**src/mlmc_pkg.sv**
```systemverilog
package mlmc_pkg;

  localparam int unsigned CFG_W       = 16;
  localparam int unsigned CFG_IDX_W   = 2;
  localparam int unsigned MAX_RES     = 5;
  localparam int unsigned RES_IDX_W   = 3;
  localparam int unsigned DEF_TIMER_W = 16;
  localparam int unsigned DEF_Q_DEPTH = 4;

  localparam logic [CFG_IDX_W-1:0] REG_ON_TIME  = 2'd0;
  localparam logic [CFG_IDX_W-1:0] REG_DEBOUNCE = 2'd1;
  localparam logic [CFG_IDX_W-1:0] REG_HOLD     = 2'd2;
  localparam logic [CFG_IDX_W-1:0] REG_GAP      = 2'd3;

  localparam logic [CFG_W-1:0] RST_ON_TIME  = 16'd30000;
  localparam logic [CFG_W-1:0] RST_DEBOUNCE = 16'd50;
  localparam logic [CFG_W-1:0] RST_HOLD     = 16'd2000;
  localparam logic [CFG_W-1:0] RST_GAP      = 16'd500;

  localparam logic [1:0] CMD_NONE = 2'd0;
  localparam logic [1:0] CMD_OFF  = 2'd1;
  localparam logic [1:0] CMD_ON   = 2'd2;

  // one report, lowest bit first: light, presence, mon, moff, auto, ron, roff
  typedef struct packed {
    logic roff_f;
    logic ron_f;
    logic auto_f;
    logic moff_f;
    logic mon_f;
    logic presence;
    logic light;
  } res_t;

  // all reports caused by one tick
  typedef struct packed {
    logic [RES_IDX_W-1:0]   count;
    res_t [MAX_RES-1:0]     res;
  } tick_t;

  typedef struct packed {
    logic valid;
    logic ready;
  } q_stat_t;

endpackage

```
**src/motion_light_mode_controller_top.sv**
```systemverilog
// channel | dir | handshake                    | payload
// --------+-----+------------------------------+-------------------------------------------
// tick in | in  | s_axis_tvalid/s_axis_tready  | tdata: presence, button_level, remote_command
// reports | out | m_axis_tvalid/m_axis_tready  | tdata: 7 flags; tlast: last_of_tick
// config  | in  | cfg_we_i                     | cfg_idx_i, cfg_data_i
//
// a tick is taken when s_axis_tvalid and s_axis_tready are both high; a tick with
// reports is queued as one entry, and a tick with none is not queued. the back end
// sends one report beat per cycle while m_axis_tready is high; only queued ticks use the output.
// ticks keep flowing while the queue has room, even with the output stalled.
// reset is asynchronous, active low; it empties the queue and output stage.
module motion_light_mode_controller_top import mlmc_pkg::*; #(
  parameter int unsigned TIMER_WIDTH = DEF_TIMER_W,
  parameter int unsigned QUEUE_DEPTH = DEF_Q_DEPTH
) (
  input  logic                 clk_i,
  input  logic                 rst_ni,
  input  logic                 cfg_we_i,
  input  logic [CFG_IDX_W-1:0] cfg_idx_i,
  input  logic [CFG_W-1:0]     cfg_data_i,
  input  logic                 s_axis_tvalid,
  output logic                 s_axis_tready,
  // [0] presence, [1] button_level, [3:2] remote_command, [7:4] zero
  input  logic [7:0]           s_axis_tdata,
  output logic                 m_axis_tvalid,
  input  logic                 m_axis_tready,
  // [0] light_on, [1] presence_reported, [2] manual_on_flag, [3] manual_off_flag,
  // [4] auto_flag, [5] remote_on_flag, [6] remote_off_flag, [7] zero
  output logic [7:0]           m_axis_tdata,
  output logic                 m_axis_tlast
);

  q_stat_t q_stat;
  logic    q_push, q_pop;
  tick_t   q_in, q_head;

  mlmc_front #(
    .TIMER_WIDTH(TIMER_WIDTH)
  ) u_front (
    .clk_i,
    .rst_ni,
    .cfg_we_i,
    .cfg_idx_i,
    .cfg_data_i,
    .s_axis_tvalid,
    .s_axis_tready,
    .s_axis_tdata,
    .q_stat_i (q_stat),
    .q_push_o (q_push),
    .q_data_o (q_in)
  );

  mlmc_queue #(
    .DEPTH(QUEUE_DEPTH)
  ) u_queue (
    .clk_i,
    .rst_ni,
    .push_i      (q_push),
    .push_data_i (q_in),
    .pop_i       (q_pop),
    .head_o      (q_head),
    .stat_o      (q_stat)
  );

  mlmc_back u_back (
    .clk_i,
    .rst_ni,
    .q_head_i (q_head),
    .q_stat_i (q_stat),
    .q_pop_o  (q_pop),
    .m_axis_tvalid,
    .m_axis_tready,
    .m_axis_tdata,
    .m_axis_tlast
  );

`ifndef SYNTHESIS
  a_push_fills: assert property (@(posedge clk_i) disable iff (!rst_ni)
    q_push |=> q_stat.valid)
    else $error("queue empty after push");

  a_pop_valid: assert property (@(posedge clk_i) disable iff (!rst_ni)
    q_pop |-> q_stat.valid)
    else $error("pop from empty queue");

  a_full_valid: assert property (@(posedge clk_i) disable iff (!rst_ni)
    !q_stat.ready |-> q_stat.valid)
    else $error("queue full and empty at once");
`endif

endmodule

```
**src/mlmc_front.sv**
```systemverilog
module mlmc_front import mlmc_pkg::*; #(
  parameter int unsigned TIMER_WIDTH = DEF_TIMER_W
) (
  input  logic                 clk_i,
  input  logic                 rst_ni,
  input  logic                 cfg_we_i,
  input  logic [CFG_IDX_W-1:0] cfg_idx_i,
  input  logic [CFG_W-1:0]     cfg_data_i,
  input  logic                 s_axis_tvalid,
  output logic                 s_axis_tready,
  input  logic [7:0]           s_axis_tdata,
  input  q_stat_t              q_stat_i,
  output logic                 q_push_o,
  output tick_t                q_data_o
);

  localparam int unsigned TW = TIMER_WIDTH;
  localparam int unsigned CW = (TW > CFG_W) ? TW : CFG_W;
  localparam logic [TW-1:0] AGE_MAX = {TW{1'b1}};

  localparam int unsigned A_BTN    = 0;
  localparam int unsigned A_LIGHT  = 1;
  localparam int unsigned A_REMOTE = 2;
  localparam int unsigned A_CHANGE = 3;

  localparam int unsigned F_AUTO = 2;

  typedef enum logic [1:0] {
    MODE_MOTION = 2'd0,
    MODE_ON     = 2'd1,
    MODE_OFF    = 2'd2
  } mode_e;

  logic [CFG_W-1:0] on_time_q, debounce_q, hold_q, gap_q;

  mode_e         mode_q, mode_d;
  logic          forced_q, forced_d;
  logic          rrep_q, rrep_d;
  logic          rdone_q, rdone_d;
  logic          light_q, light_d;
  logic [4:0]    flags_q, flags_d;
  logic          prev_btn_q, prev_btn_d;
  logic [TW-1:0] age_q [4];
  logic [TW-1:0] age_d [4];
  logic          recent_q, recent_d;
  logic          sknown_q, sknown_d;
  logic          sval_q, sval_d;
  logic          held_q, held_d;
  tick_t         tick_d;
  logic          accept;

  logic       pir, btn;
  logic [1:0] cmd;

  assign pir = s_axis_tdata[0];
  assign btn = s_axis_tdata[1];
  assign cmd = s_axis_tdata[3:2];

  function automatic logic older(input logic [TW-1:0] age, input logic [CFG_W-1:0] thr);
    return (age == AGE_MAX) || (CW'(age) > CW'(thr));
  endfunction

  function automatic logic older_eq(input logic [TW-1:0] age, input logic [CFG_W-1:0] thr);
    return (age == AGE_MAX) || (CW'(age) >= CW'(thr));
  endfunction

  // returns {reported, flags}
  function automatic logic [5:0] refresh(input logic forced, input logic rrep,
                                         input mode_e mode, input logic [4:0] flags);
    logic [5:0] r;
    if (forced) begin
      if (!rrep) begin
        r = {1'b1, mode == MODE_OFF, mode == MODE_ON, flags[F_AUTO], 2'b00};
      end else begin
        r = {1'b1, 5'b00100};
      end
    end else begin
      r = {rrep, 2'b00, mode == MODE_MOTION, mode == MODE_OFF, mode == MODE_ON};
    end
    return r;
  endfunction

  function automatic res_t mk_res(input logic lvl, input logic held, input logic [4:0] f);
    res_t r;
    r.light    = lvl;
    r.presence = held;
    r.mon_f    = f[0];
    r.moff_f   = f[1];
    r.auto_f   = f[2];
    r.ron_f    = f[3];
    r.roff_f   = f[4];
    return r;
  endfunction

  always_comb begin
    logic [5:0] rf;
    rf         = '0;
    mode_d     = mode_q;
    forced_d   = forced_q;
    rrep_d     = rrep_q;
    rdone_d    = rdone_q;
    light_d    = light_q;
    flags_d    = flags_q;
    recent_d   = recent_q;
    sknown_d   = sknown_q;
    sval_d     = sval_q;
    held_d     = held_q;
    tick_d     = '0;
    for (int i = 0; i < 4; i++) begin
      age_d[i] = (age_q[i] != AGE_MAX) ? age_q[i] + TW'(1) : age_q[i];
    end

    // remote command
    if (cmd == CMD_OFF || cmd == CMD_ON) begin
      forced_d         = 1'b1;
      mode_d           = (cmd == CMD_OFF) ? MODE_OFF : MODE_ON;
      light_d          = (cmd == CMD_ON);
      rrep_d           = 1'b0;
      age_d[A_REMOTE]  = '0;
      rf               = refresh(forced_d, rrep_d, mode_d, flags_d);
      rrep_d           = rf[5];
      flags_d          = rf[4:0];
      tick_d.res[tick_d.count] = mk_res(light_d, held_d, flags_d);
      tick_d.count     = tick_d.count + RES_IDX_W'(1);
    end

    if (!sknown_d) begin
      sknown_d = 1'b1;
      sval_d   = pir;
    end

    // button edge
    if (btn != prev_btn_q && older(age_d[A_BTN], debounce_q)) begin
      if (btn) begin
        recent_d        = 1'b1;
        age_d[A_CHANGE] = '0;
        if (forced_d) begin
          forced_d = 1'b0;
          mode_d   = MODE_MOTION;
          light_d  = pir;
          if (pir) age_d[A_LIGHT] = '0;
        end else begin
          unique case (mode_d)
            MODE_MOTION: mode_d = MODE_ON;
            MODE_ON:     mode_d = MODE_OFF;
            default:     mode_d = MODE_MOTION;
          endcase
          if (mode_d == MODE_ON) begin
            light_d = 1'b1;
          end else if (mode_d == MODE_MOTION) begin
            light_d = pir;
            if (pir) age_d[A_LIGHT] = '0;
          end else begin
            light_d = 1'b0;
          end
        end
        rf       = refresh(forced_d, rrep_d, mode_d, flags_d);
        rrep_d   = rf[5];
        flags_d  = rf[4:0];
        sknown_d = 1'b1;
        sval_d   = pir;
        tick_d.res[tick_d.count] = mk_res(light_d, held_d, flags_d);
        tick_d.count = tick_d.count + RES_IDX_W'(1);
      end
      age_d[A_BTN] = '0;
    end
    prev_btn_d = btn;

    // motion mode
    if (mode_d == MODE_MOTION && !forced_d) begin
      if (pir && !light_d) begin
        light_d         = 1'b1;
        age_d[A_LIGHT]  = '0;
        recent_d        = 1'b1;
        age_d[A_CHANGE] = '0;
        rf       = refresh(forced_d, rrep_d, mode_d, flags_d);
        rrep_d   = rf[5];
        flags_d  = rf[4:0];
        sknown_d = 1'b1;
        sval_d   = pir;
        tick_d.res[tick_d.count] = mk_res(light_d, held_d, flags_d);
        tick_d.count = tick_d.count + RES_IDX_W'(1);
      end else if (light_d && older_eq(age_d[A_LIGHT], on_time_q)) begin
        light_d         = 1'b0;
        recent_d        = 1'b1;
        age_d[A_CHANGE] = '0;
        rf       = refresh(forced_d, rrep_d, mode_d, flags_d);
        rrep_d   = rf[5];
        flags_d  = rf[4:0];
        sknown_d = 1'b1;
        sval_d   = pir;
        tick_d.res[tick_d.count] = mk_res(light_d, held_d, flags_d);
        tick_d.count = tick_d.count + RES_IDX_W'(1);
      end
    end

    // auto-restore after the hold time
    if (forced_d && older_eq(age_d[A_REMOTE], hold_q)) begin
      if (rrep_d && !rdone_d) begin
        forced_d = 1'b0;
        mode_d   = MODE_MOTION;
        light_d  = pir;
        if (pir) age_d[A_LIGHT] = '0;
        recent_d        = 1'b1;
        age_d[A_CHANGE] = '0;
        rf       = refresh(forced_d, rrep_d, mode_d, flags_d);
        rrep_d   = rf[5];
        flags_d  = rf[4:0];
        sknown_d = 1'b1;
        sval_d   = pir;
        tick_d.res[tick_d.count] = mk_res(light_d, held_d, flags_d);
        tick_d.count = tick_d.count + RES_IDX_W'(1);
        rdone_d  = 1'b1;
      end
    end else if (!forced_d) begin
      rdone_d = 1'b0;
    end

    // presence change, reported unless inside the gap
    held_d = pir;
    if (sval_d != pir) begin
      if (!recent_d || older(age_d[A_CHANGE], gap_q)) begin
        recent_d        = 1'b1;
        age_d[A_CHANGE] = '0;
        rf       = refresh(forced_d, rrep_d, mode_d, flags_d);
        rrep_d   = rf[5];
        flags_d  = rf[4:0];
        sknown_d = 1'b1;
        sval_d   = pir;
        tick_d.res[tick_d.count] = mk_res(light_d, held_d, flags_d);
        tick_d.count = tick_d.count + RES_IDX_W'(1);
      end else begin
        sknown_d = 1'b1;
        sval_d   = pir;
      end
    end

    if (recent_d && older(age_d[A_CHANGE], gap_q)) recent_d = 1'b0;
  end

  assign s_axis_tready = q_stat_i.ready;
  assign accept        = s_axis_tvalid & s_axis_tready;
  assign q_push_o      = accept && (tick_d.count != '0);
  assign q_data_o      = tick_d;

  always_ff @(posedge clk_i or negedge rst_ni) begin
    if (!rst_ni) begin
      on_time_q  <= RST_ON_TIME;
      debounce_q <= RST_DEBOUNCE;
      hold_q     <= RST_HOLD;
      gap_q      <= RST_GAP;
    end else if (cfg_we_i) begin
      unique case (cfg_idx_i)
        REG_ON_TIME:  on_time_q  <= cfg_data_i;
        REG_DEBOUNCE: debounce_q <= cfg_data_i;
        REG_HOLD:     hold_q     <= cfg_data_i;
        REG_GAP:      gap_q      <= cfg_data_i;
        default:      ;
      endcase
    end
  end

  always_ff @(posedge clk_i or negedge rst_ni) begin
    if (!rst_ni) begin
      mode_q     <= MODE_MOTION;
      forced_q   <= 1'b0;
      rrep_q     <= 1'b0;
      rdone_q    <= 1'b0;
      light_q    <= 1'b0;
      flags_q    <= 5'b00100;
      prev_btn_q <= 1'b0;
      for (int i = 0; i < 4; i++) age_q[i] <= AGE_MAX;
      recent_q   <= 1'b0;
      sknown_q   <= 1'b0;
      sval_q     <= 1'b0;
      held_q     <= 1'b0;
    end else if (accept) begin
      mode_q     <= mode_d;
      forced_q   <= forced_d;
      rrep_q     <= rrep_d;
      rdone_q    <= rdone_d;
      light_q    <= light_d;
      flags_q    <= flags_d;
      prev_btn_q <= prev_btn_d;
      for (int i = 0; i < 4; i++) age_q[i] <= age_d[i];
      recent_q   <= recent_d;
      sknown_q   <= sknown_d;
      sval_q     <= sval_d;
      held_q     <= held_d;
    end
  end

endmodule

```
**src/mlmc_queue.sv**
```systemverilog
module mlmc_queue import mlmc_pkg::*; #(
  parameter int unsigned DEPTH = DEF_Q_DEPTH  // power of two, at least 2
) (
  input  logic    clk_i,
  input  logic    rst_ni,
  input  logic    push_i,
  input  tick_t   push_data_i,
  input  logic    pop_i,
  output tick_t   head_o,
  output q_stat_t stat_o
);

  localparam int unsigned PW = $clog2(DEPTH);
  localparam int unsigned NW = $clog2(DEPTH + 1);

  tick_t         mem_q [DEPTH];
  logic [PW-1:0] wr_ptr_q, rd_ptr_q;
  logic [NW-1:0] cnt_q, cnt_d;

  assign head_o       = mem_q[rd_ptr_q];
  assign stat_o.valid = (cnt_q != '0);
  assign stat_o.ready = (cnt_q != NW'(DEPTH));

  always_comb begin
    cnt_d = cnt_q;
    if (push_i && !pop_i) cnt_d = cnt_q + NW'(1);
    else if (!push_i && pop_i) cnt_d = cnt_q - NW'(1);
  end

  always_ff @(posedge clk_i or negedge rst_ni) begin
    if (!rst_ni) begin
      wr_ptr_q <= '0;
      rd_ptr_q <= '0;
      cnt_q    <= '0;
    end else begin
      if (push_i) wr_ptr_q <= wr_ptr_q + PW'(1);
      if (pop_i) rd_ptr_q <= rd_ptr_q + PW'(1);
      cnt_q <= cnt_d;
    end
  end

  always_ff @(posedge clk_i) begin
    if (push_i) mem_q[wr_ptr_q] <= push_data_i;
  end

endmodule

```
**src/mlmc_back.sv**
```systemverilog
module mlmc_back import mlmc_pkg::*; (
  input  logic       clk_i,
  input  logic       rst_ni,
  input  tick_t      q_head_i,
  input  q_stat_t    q_stat_i,
  output logic       q_pop_o,
  output logic       m_axis_tvalid,
  input  logic       m_axis_tready,
  output logic [7:0] m_axis_tdata,
  output logic       m_axis_tlast
);

  tick_t                entry_q;
  logic [RES_IDX_W-1:0] idx_q;
  logic                 busy_q;
  logic                 ovalid_q;
  res_t                 ores_q;
  logic                 olast_q;
  logic                 load;
  logic                 busy_last;

  assign load      = !ovalid_q || m_axis_tready;
  assign busy_last = (idx_q + RES_IDX_W'(1)) == entry_q.count;
  assign q_pop_o   = load && !busy_q && q_stat_i.valid;

  assign m_axis_tvalid = ovalid_q;
  assign m_axis_tdata  = {1'b0, ores_q};
  assign m_axis_tlast  = olast_q;

  always_ff @(posedge clk_i or negedge rst_ni) begin
    if (!rst_ni) begin
      busy_q   <= 1'b0;
      ovalid_q <= 1'b0;
      idx_q    <= '0;
    end else if (load) begin
      if (busy_q) begin
        ovalid_q <= 1'b1;
        idx_q    <= idx_q + RES_IDX_W'(1);
        if (busy_last) busy_q <= 1'b0;
      end else if (q_stat_i.valid) begin
        // first beat goes straight from the queue head
        ovalid_q <= 1'b1;
        idx_q    <= RES_IDX_W'(1);
        busy_q   <= (q_head_i.count != RES_IDX_W'(1));
      end else begin
        ovalid_q <= 1'b0;
      end
    end
  end

  always_ff @(posedge clk_i) begin
    if (load) begin
      if (busy_q) begin
        ores_q  <= entry_q.res[idx_q];
        olast_q <= busy_last;
      end else if (q_stat_i.valid) begin
        entry_q <= q_head_i;
        ores_q  <= q_head_i.res[0];
        olast_q <= (q_head_i.count == RES_IDX_W'(1));
      end
    end
  end

endmodule
```
**config.mk**
```make
export PLATFORM = sky130hd
export DESIGN_NAME = motion_light_mode_controller_top
export DESIGN_NICKNAME = d
export VERILOG_FILES = /design/src/mlmc_pkg.sv /design/src/motion_light_mode_controller_top.sv /design/src/mlmc_front.sv /design/src/mlmc_queue.sv /design/src/mlmc_back.sv
export SDC_FILE = /design/constraint.sdc
export NUM_CORES = 1
export LEC_CHECK = 0
export BUFFER_PORTS_ARGS = -buffer_cell sky130_fd_sc_hd__buf_4
export CELL_PAD_IN_SITES_DETAIL_PLACEMENT = 1
export CELL_PAD_IN_SITES_GLOBAL_PLACEMENT = 2
export CORE_MARGIN = 1
export CORE_UTILIZATION = 45
export CTS_BUF_LIST = sky130_fd_sc_hd__clkbuf_8
export DETAILED_ROUTE_END_ITERATION = 10
export HOLD_SLACK_MARGIN = 0.03
export PLACE_DENSITY = 0.94
export SLEW_MARGIN = 10
export SYNTH_ARGS = -nofsm -noshare
export SYNTH_HDL_FRONTEND = slang
export SYNTH_SLANG_ARGS = --single-unit
```
**constraint.sdc**
```tcl
create_clock -name clk_i -period 12.4 [get_ports clk_i]
set_input_delay 0 -clock clk_i [delete_from_list [all_inputs] [get_ports clk_i]]
set_output_delay 0 -clock clk_i [all_outputs]
set_load 0.02 [all_outputs]
```
==> results of run 1 <==
-- state kept, by name (all words and copies together), names as in the netlist, 3 cells and up --
register             cells
u_back.m_axis_tdata      7
u_back.entry_q          38
u_front.debounce_q      16
u_front.gap_q           16
u_back.idx_q             3
u_front.hold_q          16
u_queue.mem_q          152
u_queue.cnt_q            3
u_front.age_q           64
u_front.on_time_q       16
-- worst paths after layout --
check                           depth (start not counted)         startpoint                end
worst max-delay path                                   47  u_front.age_q[48]   u_front.recent_q
worst min-delay path                                    3             rst_ni   u_front.recent_q
worst max register to register                         47  u_front.age_q[48]   u_front.recent_q
worst min register to register                          2     u_front.sval_q     u_front.sval_q
max in group asynchronous                               3             rst_ni  u_front.hold_q[5]
min in group clk_i                                      3     cfg_data_i[12]  u_front.gap_q[12]
-- worst max-delay path: cells and delay by family (launching register included) --
kind                       cells  cell delay [ns]
AOI/OAI and AO/OA             26             5.81
xor gates and xnor gates       1             0.19
adders and majority gates      5             1.51
buffers and inverters          1             0.27
DFF                            1             0.62
muxes                          1             0.25
and+or+nand+nor               13             2.86
-- routing by layer --
layer,global-route usage,part of all wire,up-vias,wire [um]
met1,0.291,0.41,6922,21400
met4,0.0932,0.033,2,1690
met5,0,0.00025,-,13
li1,-,-,6281,-
met3,0.0433,0.036,118,1860
met2,0.452,0.52,275,27100
-- cells by family after synthesis --
kind of cell    Yosys count  share of synthesized area
simple gates            535                      0.144
flops                   350                      0.520
xor+xnor                 38                     0.0180
other cells               1                   0.000198
buf+inv                 181                     0.0383
compound gates          298                      0.102
fa+ha+maj               103                     0.0684
mux                     141                      0.109
-- cell type report --
class,count,share of cell area
Clock inverter,39,0.00977
Multi-Input combinational cell,1132,0.393
Sequential cell,350,0.458
Clock buffer,72,0.0461
Inverter,104,0.0182
Timing Repair Buffer,105,0.0431
Tap cell,532,0.0310
-- cells in the mapped netlist (26+ instances only) --
cell	count	share of area
a21oi_1	53	0.014
clkbuf_1	46	0.0091
dfrtp_1	65	0.086
dfstp_2	87	0.12
edfxtp_1	198	0.31
ha_1	102	0.067
inv_1	101	0.020
mux2_2	65	0.039
mux2i_1	26	0.014
mux4_2	45	0.053
nand2_1	173	0.034
nand3_1	38	0.010
nand4_1	32	0.011
nor2_1	121	0.024
nor3_1	28	0.0074
o21ai_0	89	0.023
-- repair_timing --
item,CTS,global route
hold buffers,50,0
hold endpoints to repair,196,0
endpoints found under the setup margin,0,1
gates resized for setup,0,1
-- power breakdown --
part | total (mW) | internal (mW) | switching [mW]
Sequential | 1.72 | 1.54 | 0.179
Combinational | 1.14 | 0.497 | 0.642
Clock | 1.04 | 0.548 | 0.492
-- per-stage QoR --
stage                util  hold slack, ns
floorplan               -          -0.296
global placement    0.480          0.0249
detailed placement  0.480         0.00735
CTS                 0.522          0.0872
global route        0.522           0.106
finish              0.522          0.0860
==> impl_results.md, run 1 <==
* Vias in the first global route at 15007
* RSZ-0062 raised after global routing: false
* Die height at 207 um
* Post-synth EDFFs at about 200
* Setup Total Neg Slack at 0 ns
* Flop2flop setup slack at roughly 0.83 ns
* Leading cell types in the layout, fill and taps excluded: 198 x edfxtp_1, 172 x nand2_1, 121 x nor2_1, 121 x inv_1, 102 x ha_1
* DR WL/cell at 22.3 um
* CTS tree: done
* GRT Total Usage at 0.248
* DRC viols at 0
* Multi-input gate area at between 8000 and 9000 um^2
* Area grow syn2layout at 13.4%
* Gpl congestion at ~0.86
* Worst slew pin tran at 1.26 ns
* Detailed Routing Iterations Pass 1 at 5
* Worst IR Drop VDD at around 0.00015 V
* Clk root buf: clkbuf_8
* Num CTS Buffers at slightly below 60
* ANT nets after route at 0
* WL final at about 52000 um
* Max cap viols at 0
* Critical path class: flop to flop
* Fmax at between 80 and 90 MHz
* Final HPWL DP at 34600 um
* Layout cells sized above 1 at 0.212
* Design area at between 20000 and 25000 um^2
* Total chip power at between 3 and 4 mW
* Vias per std cell at between 5 and 6
* Clock Skew at 0.0397 ns
* CP Capture Type: flop
* Setup slack after layout at a little over 0.8 ns
* Worst path max stage delay at between 0.7 and 0.8 ns
* Fillers at ~4400
* I/O pin cnt at between 40 and 50
* Slowest stage cell on the critical path: a21oi_1
* Largest net degree at the start of global routing at a little over 60
* Final std cells w/o fill at 2334
* Register Area at between 9000 and 10000 um^2
* Initial antenna violation count at 1
* Final setup fails at 0
* Ys async rst share at 0.434
* Post-Synthesis Cells at about 1600
* Initial core utilization at 0.460
* Post-synth top flop: edfxtp_1
* Period utilization at 0.933
* FF+latch count, synth at between 300 and 400
* Synth Warn # at 0
* Fin nets at approximately 1900
* Clock Path Buffers at 3
* Buffers on Ports at 36
* Worst Path Arrival at 12.20 ns
* FP Rows at 74
* WP data required at around 13 ns
* Dpl cells at 2173
* Pre-CTS setup slack at between 0.9 and 1 ns
* Max-slew headroom at 0.156
* Setup Buffers After CTS at 0
* # diodes at 0
* Initial DRC Count at 665
* Remaining Overflow, GRT at 0
* Die area at about 43000 um^2
* Top cell by count, worst path: o21a_1
* Cell variety after synth at 91
* Die width at approximately 210 um
* Max-slew violation count at 0
* Clk Latency, worst-skew pair at between 0.6 and 0.7 ns
* Clk sinks at 350
* Seq/Total Area, Yosys at 0.520
* H-tree Lvls at 2
* Status: finished clean
* Power per cell area at around 180 nW/um^2
* CP Launch Type: flop
* Clock transition at path regs at ~0.07 ns
* Crit path max fanout at 10
* Leakage Power at around 8.6 nW
* Most common cell after layout, fill and taps aside: edfxtp_1
* Cell area after synthesis at about 19000 um^2
* Core area at around 41000 um^2
* Worst Hold Class: input port to async pin
* Synthesized area per cell at approximately 12 um^2
* Global-route wire length before repair at 83100 um
* Final Hold Viols at 0
* Vias post-DR at about 14000
* Final min period at 11.57 ns
* Placed cell area at between 15000 and 20000 um^2
(Power assumes the default switching activity.)
==> inputs of run 2 (changes only) <==
--- a/config.mk
+++ b/config.mk
@@ -6,7 +6,7 @@
 export NUM_CORES = 1
 export LEC_CHECK = 0
 export BUFFER_PORTS_ARGS = -buffer_cell sky130_fd_sc_hd__buf_4
-export CELL_PAD_IN_SITES_DETAIL_PLACEMENT = 1
+export CELL_PAD_IN_SITES_DETAIL_PLACEMENT = 0
 export CELL_PAD_IN_SITES_GLOBAL_PLACEMENT = 2
 export CORE_MARGIN = 1
 export CORE_UTILIZATION = 45
@@ -14,7 +14,7 @@
 export DETAILED_ROUTE_END_ITERATION = 10
 export HOLD_SLACK_MARGIN = 0.03
 export PLACE_DENSITY = 0.94
-export SLEW_MARGIN = 10
+export SLEW_MARGIN = 25
 export SYNTH_ARGS = -nofsm -noshare
 export SYNTH_HDL_FRONTEND = slang
 export SYNTH_SLANG_ARGS = --single-unit
==> run 2 against run 1 <==
  * Design area about the same
  * Critical path type unchanged
  * Total power decreased by 2.4%
  * Largest power group unchanged
  * Critical path depth unchanged
==> impl_results.md, run 2 (synthesized netlist as in run 1, its figures left out) <==
* Vias in the first global route at 13711 (was 15007)
* Die height at 207 um (unchanged)
* Max cap viols at 0 (unchanged)
* Clk root buf: clkbuf_8 (unchanged)
* H-tree Lvls at 2 (unchanged)
* Fin nets at 1891 (was 1886)
* Worst R2R Start: u_front.age_q[48] (unchanged)
* Status: finished clean (unchanged)
* Path depth of the worst reg2reg path at 47 (unchanged)
* ANT nets after route at 0 (unchanged)
* Area grow syn2layout at 13.5% (was 13.4%)
* Die width at 207 um (unchanged)
* Vias post-DR at 13166 (was 13598)
* Setup Buffers After CTS at 0 (unchanged)
* Multi-input gate area at 8460 um^2 (about the same)
* Power per cell area at 177 nW/um^2 (was 181 nW/um^2)
* DR WL/cell at 19.3 um (was 22.3 um)
* Initial core utilization at 0.460 (unchanged)
* Remaining Overflow, GRT at 0 (unchanged)
* Reg power frac at 0.448 (was 0.441)
* Clock Skew at 0.0371 ns (was 0.0397 ns)
* Max FFs per register at 152 (unchanged)
* DRC viols at 0 (unchanged)
* FP Rows at 74 (unchanged)
* CTS tree: done (unchanged)
* Initial antenna violation count at 0 (was 1)
* GRT Total Usage at 0.216 (was 0.248)
* Slowest stage cell on the critical path: dfstp_2 (was a21oi_1)
* Layout cells sized above 1 at 0.211 (was 0.212)
* Flop2flop setup slack at 1.23 ns (was 0.83 ns)
* Worst Path Arrival at 11.80 ns (was 12.20 ns)
* Max-slew violation count at 0 (unchanged)
* I/O pin cnt at 42 (unchanged)
* Num CTS Buffers at 58 (was 59)
* Combinational share of power at 0.287 (was 0.292)
* Clock power share at 0.266 (was 0.267)
* Global-route wire length before repair at 73300 um (was 83100 um)
* CP Launch Type: flop (unchanged)
* Vias per std cell at 5.64 (was 5.83)
* Core area at 41200 um^2 (unchanged)
* Internal at 2.56 mW (was 2.58 mW)
* Switching Share at 0.327 (was 0.337)
* Worst slew pin tran at 0.999 ns (was 1.26 ns)
* Setup Total Neg Slack at 0 ns (unchanged)
* Fillers at 3597 (was 4371)
* Clock transition at path regs at 0.08 ns (was 0.07 ns)
* Worst Hold Class: input port to async pin (unchanged)
* Critical path's top delay family: compound AO/OA/AOI/OAI gates (unchanged)
* Top cell by count, worst path: o21a_1 (unchanged)
* Buf/Inv on CP at 1 (unchanged)
* WL final at 45000 um (was 52000 um)
* Worst R2R End: u_front.recent_q (unchanged)
* Detailed Routing Iterations Pass 1 at 5 (unchanged)
* Clk sinks at 350 (unchanged)
* Final HPWL DP at 30100 um (was 34600 um)
* Largest net degree at the start of global routing at 61 (unchanged)
* Leakage Power at 8.54 nW (was 8.57 nW)
* Sw Pwr at 1.24 mW (was 1.31 mW)
* Critical path depth at 47 (unchanged)
* Period utilization at 0.901 (was 0.933)
* CP startpoint: u_front.age_q[48] (unchanged)
* Final setup fails at 0 (unchanged)
* Initial DRC Count at 757 (was 665)
* Leading cell types in the layout, fill and taps excluded: 198 x edfxtp_1, 172 x nand2_1, 121 x nor2_1 (was 198 x edfxtp_1, 172 x nand2_1, 121 x nor2_1, 121 x inv_1, 102 x ha_1)
* CP Capture Type: flop (unchanged)
* Critical path class: flop to flop (unchanged)
* Register Area at 9860 um^2 (unchanged)
* Fmax at 89.5 MHz (was 86.4 MHz)
* Most common cell after layout, fill and taps aside: edfxtp_1 (unchanged)
* Largest register by flop count: u_queue.mem_q (unchanged)
* Final min period at 11.17 ns (was 11.57 ns)
* Buffers on Ports at 36 (unchanged)
* Largest registers: u_queue.mem_q (152), u_front.age_q (64), u_back.entry_q (38) (unchanged)
* Crit path to: u_front.recent_q (unchanged)
* Clk Latency, worst-skew pair at 0.69 ns (about the same)
* Max-slew headroom at 0.334 (was 0.156)
* RSZ-0062 raised after global routing: false (unchanged)
* # diodes at 0 (unchanged)
* Core Util, Final at 0.522 (about the same)
* Clock Path Buffers at 3 (unchanged)
* Die area at 43000 um^2 (unchanged)
* Gpl congestion at 0.858 (unchanged)
* Worst IR Drop VDD at 0.000135 V (was 0.000150 V)
* WP data required at 13.03 ns (about the same)
* Final Hold Viols at 0 (unchanged)
* Crit path max fanout at 10 (unchanged)
* Worst path max stage delay at 0.62 ns (was 0.75 ns)
-- run 2: layout make-up --
cell class	instances	share of cell area
inverters	104	0.0181
clock inverters	45	0.0138
repair buffers	111	0.0459
clock buffers	62	0.0397
flip-flops and latches	350	0.458
well taps	532	0.0309
multi-input cells	1132	0.393
-- run 2: worst reg2reg max path, delay by kind of cell (launching register included) --
kind            cells  cell delay [ns]
flops               1             0.62
mux                 1             0.24
simple gates       13             3.12
buf+inv             1             0.27
fa+ha+maj           5             1.40
compound gates     26             5.29
xor+xnor            1             0.18
-- run 2: power groups by stage --
stage	registers, mW	logic [mW]	clock network [mW]
2_1_floorplan	1.65	0.832	0
3_3_place_gp	1.71	1.05	0
3_5_place_dp	1.72	1.08	0
4_1_cts	1.70	1.10	1.04
5_1_grt	1.73	1.21	1.09
6_report	1.70	1.09	1.01
-- run 2: worst min path at each step --
stage / startpoint / slack, ns / to
after detailed placement: rst_ni / 0.008 / u_front.forced_q
after floorplan: rst_ni / -0.30 / u_back.busy_q
final: rst_ni / 0.09 / u_front.age_q[26]
after global routing: rst_ni / 0.09 / u_front.age_q[26]
after global placement: rst_ni / 0.02 / u_queue.rd_ptr_q[0]
after CTS: rst_ni / 0.06 / u_front.age_q[26]
-- run 2: per-stage QoR --
step	worst slack, ns	hold slack (ns)	power [mW]	area [um^2]	instances
floorplan	2.41	-0.296	2.48	19000	1663
CTS	1.14	0.0643	3.84	21500	2336
global placement	1.28	0.0249	2.75	19800	2173
global route	0.149	0.0934	4.03	21500	2336
detailed placement	1.15	0.00781	2.80	19800	2173
finish	1.23	0.0865	3.80	21500	2336
-- run 2: routing by layer --
metal	vias up	share of wire	track usage
met2	288	0.51	0.378
li1	6312	-	-
met4	0	0.020	0.0630
met5	-	0	0
met1	6501	0.43	0.272
met3	65	0.041	0.0390
-- run 2: repair_timing --
action / CTS / global route
endpoints found under the hold margin: 193 / 0
gates resized for setup: 0 / 0
hold buffers: 56 / 0
